[config.mk]
export PLATFORM = sky130hd
export DESIGN_NAME = prime_factorization_trial_division
export DESIGN_NICKNAME = d
export VERILOG_FILES = /design/src/rtl/core/pftd_pkg.sv /design/src/rtl/core/pftd_div.sv /design/src/rtl/core/prime_factorization_trial_division.sv
export SDC_FILE = /design/constraint.sdc
export NUM_CORES = 1
export LEC_CHECK = 0
export BUFFER_PORTS_ARGS = -buffer_cell sky130_fd_sc_hd__buf_2
export CAP_MARGIN = 5
export CORE_AREA = 2 2 205 167
export CTS_CLUSTER_DIAMETER = 50
export CTS_CLUSTER_SIZE = 12
export DETAILED_ROUTE_END_ITERATION = 10
export DIE_AREA = 0 0 207 169
export HOLD_SLACK_MARGIN = 0.06
export SLEW_MARGIN = 20
export SYNTH_ARGS = -nofsm -noshare
export SYNTH_HDL_FRONTEND = slang
export SYNTH_HIERARCHICAL = 1
export SYNTH_SLANG_ARGS = --single-unit
export TNS_END_PERCENT = 20
[constraint.sdc]
create_clock -name clk -period 9.4 [get_ports clk]
set_clock_uncertainty 0.05 [all_clocks]
set_input_delay 0.94 -clock clk [delete_from_list [all_inputs] [get_ports clk]]
set_output_delay 0.94 -clock clk [all_outputs]
set_load 0.05 [all_outputs]
[src/rtl/core/pftd_pkg.sv]
package pftd_pkg;

	localparam int WORD_BITS = 32;
	typedef logic [WORD_BITS-1:0] word_t;

	typedef logic [3:0] pc_t;
	typedef logic [2:0] cond_t;
	typedef logic [2:0] act_t;

	localparam cond_t COND_NONE      = 3'd0;
	localparam cond_t COND_ALWAYS    = 3'd1;
	localparam cond_t COND_START_LOW = 3'd2;
	localparam cond_t COND_REST_LE1  = 3'd3;
	localparam cond_t COND_DIV_BUSY  = 3'd4;
	localparam cond_t COND_D_GT_Q    = 3'd5;
	localparam cond_t COND_REM_NZ    = 3'd6;

	localparam act_t ACT_NONE      = 3'd0;
	localparam act_t ACT_LOAD      = 3'd1;
	localparam act_t ACT_DIV_GO    = 3'd2;
	localparam act_t ACT_EMIT_D    = 3'd3;
	localparam act_t ACT_EMIT_REST = 3'd4;
	localparam act_t ACT_EMIT_NONE = 3'd5;
	localparam act_t ACT_NEXT_D    = 3'd6;

	localparam pc_t PC_IDLE  = 4'd0;
	localparam pc_t PC_CHK   = 4'd1;
	localparam pc_t PC_DIV   = 4'd2;
	localparam pc_t PC_WAIT  = 4'd3;
	localparam pc_t PC_TEST  = 4'd4;
	localparam pc_t PC_REM   = 4'd5;
	localparam pc_t PC_EMIT  = 4'd6;
	localparam pc_t PC_NEXT  = 4'd7;
	localparam pc_t PC_FINAL = 4'd8;
	localparam pc_t PC_LASTP = 4'd9;
	localparam pc_t PC_EMPTY = 4'd10;

	typedef struct packed {
		cond_t cond;
		pc_t   target;
		act_t  act;
	} ctrl_t;

	// microprogram
	function automatic ctrl_t prog_word(input pc_t pc);
		ctrl_t w;
		w = '{cond: COND_ALWAYS, target: PC_IDLE, act: ACT_NONE};
		unique case (pc)
			PC_IDLE:  w = '{cond: COND_START_LOW, target: PC_IDLE,  act: ACT_LOAD};
			PC_CHK:   w = '{cond: COND_REST_LE1,  target: PC_EMPTY, act: ACT_NONE};
			PC_DIV:   w = '{cond: COND_NONE,      target: PC_IDLE,  act: ACT_DIV_GO};
			PC_WAIT:  w = '{cond: COND_DIV_BUSY,  target: PC_WAIT,  act: ACT_NONE};
			PC_TEST:  w = '{cond: COND_D_GT_Q,    target: PC_FINAL, act: ACT_NONE};
			PC_REM:   w = '{cond: COND_REM_NZ,    target: PC_NEXT,  act: ACT_NONE};
			PC_EMIT:  w = '{cond: COND_ALWAYS,    target: PC_DIV,   act: ACT_EMIT_D};
			PC_NEXT:  w = '{cond: COND_ALWAYS,    target: PC_DIV,   act: ACT_NEXT_D};
			PC_FINAL: w = '{cond: COND_REST_LE1,  target: PC_IDLE,  act: ACT_NONE};
			PC_LASTP: w = '{cond: COND_ALWAYS,    target: PC_IDLE,  act: ACT_EMIT_REST};
			PC_EMPTY: w = '{cond: COND_ALWAYS,    target: PC_IDLE,  act: ACT_EMIT_NONE};
			default:  w = '{cond: COND_ALWAYS,    target: PC_IDLE,  act: ACT_NONE};
		endcase
		return w;
	endfunction

endpackage

[src/rtl/core/pftd_div.sv]
module pftd_div #(
	parameter int W = 32
) (
	input  logic         clk,
	input  logic         arst_n,
	input  logic         go,
	input  logic [W-1:0] num,
	input  logic [W-1:0] den,
	output logic         busy,
	output logic [W-1:0] quo,
	output logic [W-1:0] rem
);

	localparam int CW = $clog2(W + 1);

	logic          busy_q;
	logic [CW-1:0] cnt_q;
	logic [W-1:0]  quo_q;
	logic [W-1:0]  rem_q;
	logic [W:0]    trial;
	logic [W:0]    diff;
	logic          fits;

	// one quotient bit per cycle, restoring
	always_comb begin
		trial = {rem_q, quo_q[W-1]};
		diff  = trial - {1'b0, den};
		fits  = !diff[W];
	end

	always_ff @(posedge clk or negedge arst_n) begin
		if (!arst_n) begin
			busy_q <= 1'b0;
			cnt_q  <= '0;
		end else if (go) begin
			busy_q <= 1'b1;
			cnt_q  <= CW'(W);
		end else if (busy_q) begin
			cnt_q  <= cnt_q - 1'b1;
			busy_q <= (cnt_q != CW'(1));
		end
	end

	always_ff @(posedge clk) begin
		if (go) begin
			quo_q <= num;
			rem_q <= '0;
		end else if (busy_q) begin
			quo_q <= {quo_q[W-2:0], fits};
			rem_q <= fits ? diff[W-1:0] : trial[W-1:0];
		end
	end

	assign busy = busy_q;
	assign quo  = quo_q;
	assign rem  = rem_q;

endmodule

[src/rtl/core/prime_factorization_trial_division.sv]
// Prime factorization by trial division.
// Command port: value is taken at a rising edge with start high and busy low;
// busy then stays high until every factor of that value has been sent.
// Result port: each factor beat is shown for one cycle with valid high, in
// ascending order, repeated by multiplicity; last marks the final beat of
// a value. Values 0 and 1 give one beat with has_factor low, factor zero.
// Bits of value above VALUE_BITS are ignored.
// Each trial candidate is one pass through the shared bit-serial divider;
// candidates are 2 and then odd numbers up to the square root of the
// unfactored part. A prime near 2^32 needs about 32768 candidates.
// The result port cannot be held off: beats are sent as they are found.
// Reset returns the sequencer to idle and drops valid; nothing else is kept
// between values.
module prime_factorization_trial_division #(
	parameter int VALUE_BITS = 32
) (
	input  logic                 clk,
	input  logic                 arst_n,
	input  logic                 start,
	output logic                 busy,
	input  pftd_pkg::word_t      value,
	output logic                 valid,
	output pftd_pkg::word_t      factor,
	output logic                 has_factor,
	output logic                 last
);

	import pftd_pkg::*;

	localparam int W = VALUE_BITS;
	localparam logic [W-1:0] ONE = W'(1);
	localparam logic [W-1:0] TWO = W'(2);

	pc_t               pc_q;
	ctrl_t             cw;
	logic              jump;
	logic [W-1:0]      rest_q;
	logic [W-1:0]      d_q;
	logic              div_busy;
	logic [W-1:0]      quo;
	logic [W-1:0]      rem;
	logic              rest_le1;
	logic [W+WORD_BITS-1:0] in_ext;
	logic [W+WORD_BITS-1:0] d_ext;
	logic [W+WORD_BITS-1:0] rest_ext;
	logic              valid_q;
	word_t             factor_q;
	logic              has_factor_q;
	logic              last_q;

	pftd_div #(.W(W)) u_div (
		.clk    (clk),
		.arst_n (arst_n),
		.go     (cw.act == ACT_DIV_GO),
		.num    (rest_q),
		.den    (d_q),
		.busy   (div_busy),
		.quo    (quo),
		.rem    (rem)
	);

	always_comb begin
		cw       = prog_word(pc_q);
		rest_le1 = (rest_q >> 1) == '0;
		in_ext   = {{W{1'b0}}, value};
		d_ext    = {{WORD_BITS{1'b0}}, d_q};
		rest_ext = {{WORD_BITS{1'b0}}, rest_q};
		unique case (cw.cond)
			COND_NONE:      jump = 1'b0;
			COND_ALWAYS:    jump = 1'b1;
			COND_START_LOW: jump = !start;
			COND_REST_LE1:  jump = rest_le1;
			COND_DIV_BUSY:  jump = div_busy;
			COND_D_GT_Q:    jump = d_q > quo;
			COND_REM_NZ:    jump = rem != '0;
			default:        jump = 1'b1;
		endcase
	end

	always_ff @(posedge clk or negedge arst_n) begin
		if (!arst_n) begin
			pc_q    <= PC_IDLE;
			valid_q <= 1'b0;
		end else begin
			pc_q    <= jump ? cw.target : pc_q + 1'b1;
			valid_q <= (cw.act == ACT_EMIT_D) || (cw.act == ACT_EMIT_REST)
				|| (cw.act == ACT_EMIT_NONE);
		end
	end

	always_ff @(posedge clk) begin
		unique case (cw.act)
			ACT_LOAD: begin
				rest_q <= in_ext[W-1:0];
				d_q    <= TWO;
			end
			ACT_EMIT_D: begin
				factor_q     <= d_ext[WORD_BITS-1:0];
				has_factor_q <= 1'b1;
				last_q       <= quo == ONE;
				rest_q       <= quo;
			end
			ACT_EMIT_REST: begin
				factor_q     <= rest_ext[WORD_BITS-1:0];
				has_factor_q <= 1'b1;
				last_q       <= 1'b1;
			end
			ACT_EMIT_NONE: begin
				factor_q     <= '0;
				has_factor_q <= 1'b0;
				last_q       <= 1'b1;
			end
			// after 2 only odd candidates
			ACT_NEXT_D: d_q <= d_q + (d_q[0] ? TWO : ONE);
			default: ;
		endcase
	end

	assign busy       = pc_q != PC_IDLE;
	assign valid      = valid_q;
	assign factor     = factor_q;
	assign has_factor = has_factor_q;
	assign last       = last_q;

endmodule

### Word-level counts from Yosys, hierarchy flattened

Memories as Yosys holds them, arrays and structs flattened.
Cells that the tools add are included.

* $lt $le $gt $ge: 1
* multiplexer cells: 15
* eq/ne operators: 13
* $mul: 0
* shift operators: 0
* bitwise operators: 0
* div/mod/pow operators: 0
* add/subtract/negate cells: 4
* reduce and logical (&&, ||, !) cells: 16

Operator list (number)
* case mux 32 bit (2 select lines): 2
* two-way mux 32 bit: 3
* case mux 32 bit (3 select lines): 1
* subtractor 33 x 32 -> 33 bit: 1
* adder 32 x 2 -> 32 bit: 1
* equality test 32 x 1 -> 1 bit, second input constant: 1
* > comparator 32 bit: 1
* zero test 32 bit: 1
* nonzero test 32 bit: 1
* equality test 3 bit, second input constant: 6
* equality test 3 x 2 -> 1 bit, second input constant: 4
* two-way mux 6 bit: 2
* nonzero test 2 bit: 5
* != test 6 x 1 -> 1 bit, second input constant: 1
* case mux 1 bit (6 select lines): 1
* subtractor 6 x 1 -> 6 bit, second input constant: 1
* adder 4 x 1 -> 4 bit, second input constant: 1
* two-way mux 4 bit: 1
* case mux 1 bit (2 select lines): 2
* nonzero test 4 bit: 1
* OR reduction 2 bit: 2
* equality test 3 x 1 -> 1 bit, second input constant: 1
* zero test 3 bit: 1
* nonzero test 3 bit: 1
* other kinds (4): 7

* RAM bits: 0
* ROM bits: 160
* flip-flop bits (word level): 174
* output and inout bits: 36
* memories kept: 1
* latch bits: 0
* bits of input ports: 35
* logic and storage cells: 61

Memories
* (no name shown): words 16, bits a word 10, read ports 1, clocked after Yosys merged registers in 0, write ports 0, RTL line pftd_pkg.sv:48 `unique case (pc)`

### Depth between registers and ports, before layout

* depth after elaboration: 4
* depth in mapped cells: 13
* gate-level depth less buffers: 11

### Cells and area by module

Netlist, hierarchy kept.

Modules (own cells, without submodules)
* prime_factorization_trial_division: instances 1, cells an instance 555, area each 5955.7 sq um, seq. area each 3067.9 sq um
* pftd_div: instances 1, cells an instance 590, area each 5401.4 sq um, seq. area each 1776.7 sq um

### Worst setup path after synthesis

OpenSTA, ideal clock, no wires.

* kind: reg-to-reg
* start point: register pc_q[0]
* end point: register d_q[0], enable pin
* buffers on the path: 0
* data required time: 8.880 ns
* arrival time: 3.955 ns
* path slack: 4.925 ns
* cell stages (with the launch flop): 8
* library setup time: 0.470 ns
* clock period less this slack: 4.475 ns
* cells stage by stage: dfrtp_1 ha_1 ha_1 nor2b_1 a31oi_1 and3b_1 nor3_1 o31ai_1

* longest elaborated chain between the ends: 3
* elaborated cells between the ends (all ways): 4
* those cells by class: eq/ne: 2; reduce/logical: 1; memory: 1

Ends and longest elaborated chain
* start, declared: RTL line prime_factorization_trial_division.sv:34 `pc_t pc_q;`
* start signal, assigned: RTL line prime_factorization_trial_division.sv:85 `pc_q <= jump ? cw.target : pc_q + 1'b1;`
* memory read (16 x 10 bit) (*)
* equality test 3 bit / equality test 3 x 1 -> 1 bit (equally long branches): RTL line prime_factorization_trial_division.sv:92 `unique case (cw.act)`
* nonzero test 2 bit (no line) (*)
* end signal, assigned: RTL line prime_factorization_trial_division.sv:114 `ACT_NEXT_D: d_q <= d_q + (d_q[0] ? TWO : ONE);`
* end, declared: RTL line prime_factorization_trial_division.sv:38 `logic [W-1:0] d_q;`

Mark *: on every way between the ends. The rest lies on a longest branch, timed or not.
A chain may end at the register's enable or synchronous reset.

### Worst setup path after layout

* start point: register u_div.quo_q[31], in the netlist u_div/quo[31]
* end point: register u_div.rem_q[28], in the netlist u_div/rem[28]

* longest elaborated chain between the ends: 2

Ends and longest elaborated chain
* start, declared: RTL line pftd_div.sv:18 `logic [W-1:0] quo_q;`
* start signal, assigned: RTL line pftd_div.sv:46 `quo_q <= num;`
* start signal, assigned: RTL line pftd_div.sv:49 `quo_q <= {quo_q[W-2:0], fits};`
* subtractor 33 x 32 -> 33 bit: RTL line pftd_div.sv:27 `diff = trial - {1'b0, den};`
* two-way mux 32 bit: RTL line pftd_div.sv:50 `rem_q <= fits ? diff[W-1:0] : trial[W-1:0];`
* end signal, assigned: RTL line pftd_div.sv:50
* end, declared: RTL line pftd_div.sv:19 `logic [W-1:0] rem_q;`

No other way between the ends.

==> summary.txt <==
Worst setup path
  • Critical Path RT: 9.72 ns
  • Flop-to-flop setup slack: 5.49 ns
  • Largest delay share family, worst path: compound AO/OA/AOI/OAI gates
  • CP bufs+invs: 2
  • Worst Path Arrival: 4.23 ns
  • Worst path max stage delay: 0.70 ns
  • Critical-path top delay cell: o31ai_1
  • CP Class: register to register
  • Worst Path Max Fanout: 15
  • Critical Path End Type: register
  • Setup crit start kind: register
  • CP Cell Sequence: inv_1 > ha_1 > fa_1 > nor2b_1 > o31a_1 > o211ai_2 > and3_4 > o31ai_1 > nor2_2 > buf_4 > a211o_1 > a21oi_1

Timing
  • Worst-Margin Slew: 0.977 ns
  • RSZ-0062 raised after global routing: no
  • Setup TNS Final: 0 ns
  • Post-layout min period: 3.91 ns
  • Slew HR: 33.2%
  • Slew Viols, Final: 0
  • Endpoints failing setup: 0
  • FMAX: 256 MHz
  • Final worst-path cycle share: 41.5%
  • Final Hold Fails: 0

GRT
  • Global-route wire length before repair: 49600 µm
  • Vias in the first global route: 8543
  • GR Overflow Total: 0
  • Largest net degree at the start of global routing: 66
  • Total GRT Usage: 18.1%
  • Initial antenna violation count: 0

Logic synthesis
  • Yosys top cell by area: edfxtp_1
  • Share of synthesized registers carrying an async set or reset: 6.90%
  • Top cell type's share of synthesized area: 34.4%
  • Gate Count Post-Synth: 1145
  • Sequential fraction of the synthesis area: 42.7%
  • EDFF count, synth: 130
  • Post-synth cell types: 86
  • Post-Syn Area: 11400 µm²
  • Synth Flop Type: edfxtp_1
  • Synth top area cells: edfxtp_1, ha_1, dfxtp_1, nand2_1, mux2_2
  • Syn_area_per_cell: 9.92 µm²
  • Syn_nets: 1255
  • Seq cells post-synth: 174
  • Synth Warn #: 6

Detailed routing
  • First DRT Iteration DRCs: 803
  • 1st-pass router iterations: 5
  • Final WL: 31900 µm
  • Via density: 5.56
  • Post-route ant nets: 0
  • Drt wl/cell: 19.5 µm
  • Routed vias: 9110
  • # DRC: 0

Final layout
  • Area Overhead vs Synth: 11.6%
  • Nets: 1302
  • Number of fill cells: 3269
  • Finished Layout Cells: 1639
  • Antenna cells: 0
  • Share of layout cells above drive strength 1: 17.5%

Flow run
  • Max cap viols: 0

Floorplanning
  • Die Wd: 207 µm
  • Die ar.: 35000 µm²
  • I/O pin count: 71
  • Die H: 169 µm
  • Initial Utilization: 34.4%
  • Core area: 33000 µm²
  • Row cnt: 60

Clock network
  • Hold Buf Count CTS: 0
  • CTS tree: yes
  • Post CTS Setup Buffer Count: 0
  • Worst-path clk slew: 0.07 ns
  • Longest Clk Path Bufs: 2
  • Clk Latency, worst-skew pair: 0.44 ns
  • Root Driver: clkbuf_16
  • H-tree depth: 4
  • Clock sink count: 174
  • CTS Buf Count: 17
  • Resize count post-CTS: 0

Placement
  • Cells after DPL: 1607
  • DPL Wire Length: 23000 µm
  • IO Port Bufs: 70
  • GP Congestion: 0.895

Outcome
  • Status: finished, final reports clean

Worst hold path
  • Hold WC Path Type: input port to async pin
==> through the flow <==
step	hold slack, ns	instance area, µm²	setup slack [ns]	util [%]
final	0.333	12700	5.49	38.4
after global routing	0.333	12700	5.30	38.4
after detailed placement	0.461	12100	5.63	36.6
after global placement	0.450	12100	5.73	36.6
after CTS	0.325	12700	5.59	38.4
after floorplan	0.422	11400	4.93	-
==> area by class of cell <==
class                      count  area, µm²  share of cell area (%)
multi-input combinational    832       5940                    46.9
sequential                   174       4850                    38.2
timing repair buffer          80        425                    3.36
clock inverter                15        163                    1.28
clock buffer                  17        425                    3.36
tap                          434        543                    4.29
inverter                      87        327                    2.58
==> layer usage <==
layer / track usage [%] / routed length (µm)
met1: 27.9 / 16100
met2: 25.6 / 13300
met3: 3.38 / 2050
met4: 4.47 / 477
met5: 0 / 0
==> cells in the final DEF (no fill, tap or decap), drive strengths merged, types with 7 or more instances in the layout <==
cell type | netlist | layout
a211oi | 13 | 13
a21o | 22 | 22
a21oi | 53 | 53
a22o | 32 | 32
a311oi | 21 | 21
a31oi | 7 | 7
and2 | 8 | 8
and3 | 7 | 7
and4 | 8 | 8
buf | 31 | 80
clkbuf | 21 | 17
clkinv | 0 | 7
dfrtp | 12 | 12
dfxtp | 32 | 32
edfxtp | 130 | 130
ha | 74 | 74
inv | 87 | 91
mux2 | 36 | 36
nand2 | 121 | 121
nand3 | 37 | 37
nand4 | 20 | 20
nor2 | 95 | 95
nor2b | 9 | 9
nor3 | 22 | 22
nor4 | 29 | 29
o211ai | 13 | 13
o21a | 7 | 7
o21ai | 67 | 67
or3 | 9 | 9
xnor2 | 25 | 25
xor2 | 24 | 24
==> Yosys cell counts, drive strengths merged, types with 21 or more instances <==
| cell | instances |
|---|---|
| xor2 | 24 |
| dfxtp | 32 |
| a21o | 22 |
| buf | 31 |
| inv | 87 |
| a311oi | 21 |
| nor4 | 29 |
| nand3 | 37 |
| mux2 | 36 |
| a22o | 32 |
| o21ai | 67 |
| nor3 | 22 |
| nand2 | 121 |
| xnor2 | 25 |
| a21oi | 53 |
| nor2 | 95 |
| clkbuf | 21 |
| ha | 74 |
| edfxtp | 130 |
==> registers in the layout (all words and copies together), names as in the netlist <==
register / flops
last: 1
u_div/rem: 32
u_div/cnt_q: 6
factor: 32
d_q: 32
rest_q: 32
pc_q: 4
u_div/busy: 1
valid: 1
has_factor: 1
u_div/quo: 32
==> logic make-up (layout without fill, tap and decap cells) <==
| kind of cell | count (synthesis) | after routing | share of synthesized area (%) |
|---|---|---|---|
| xor+xnor | 49 | 49 | 3.78 |
| flops | 174 | 174 | 42.7 |
| buf+inv | 139 | 199 | 5.27 |
| compound gates | 285 | 285 | 18.7 |
| simple gates | 383 | 383 | 17.3 |
| fa+ha+maj | 75 | 75 | 8.33 |
| mux | 40 | 40 | 3.92 |
==> worst paths after layout <==
kind                                   to          start  depth (start not counted)
setup / recovery            u_div/rem[28]  u_div/quo[31]                         12
hold / removal             u_div/cnt_q[3]         arst_n                          1
setup reg to reg            u_div/rem[28]  u_div/quo[31]                         12
hold reg to reg             u_div/rem[18]  u_div/rem[18]                          2
max in group asynchronous      u_div/busy         arst_n                          1
min in group clk            u_div/rem[18]  u_div/rem[18]                          2
Power is not shown: default switching activity piles up to over one toggle a cycle in this logic, so the estimate is an artifact.
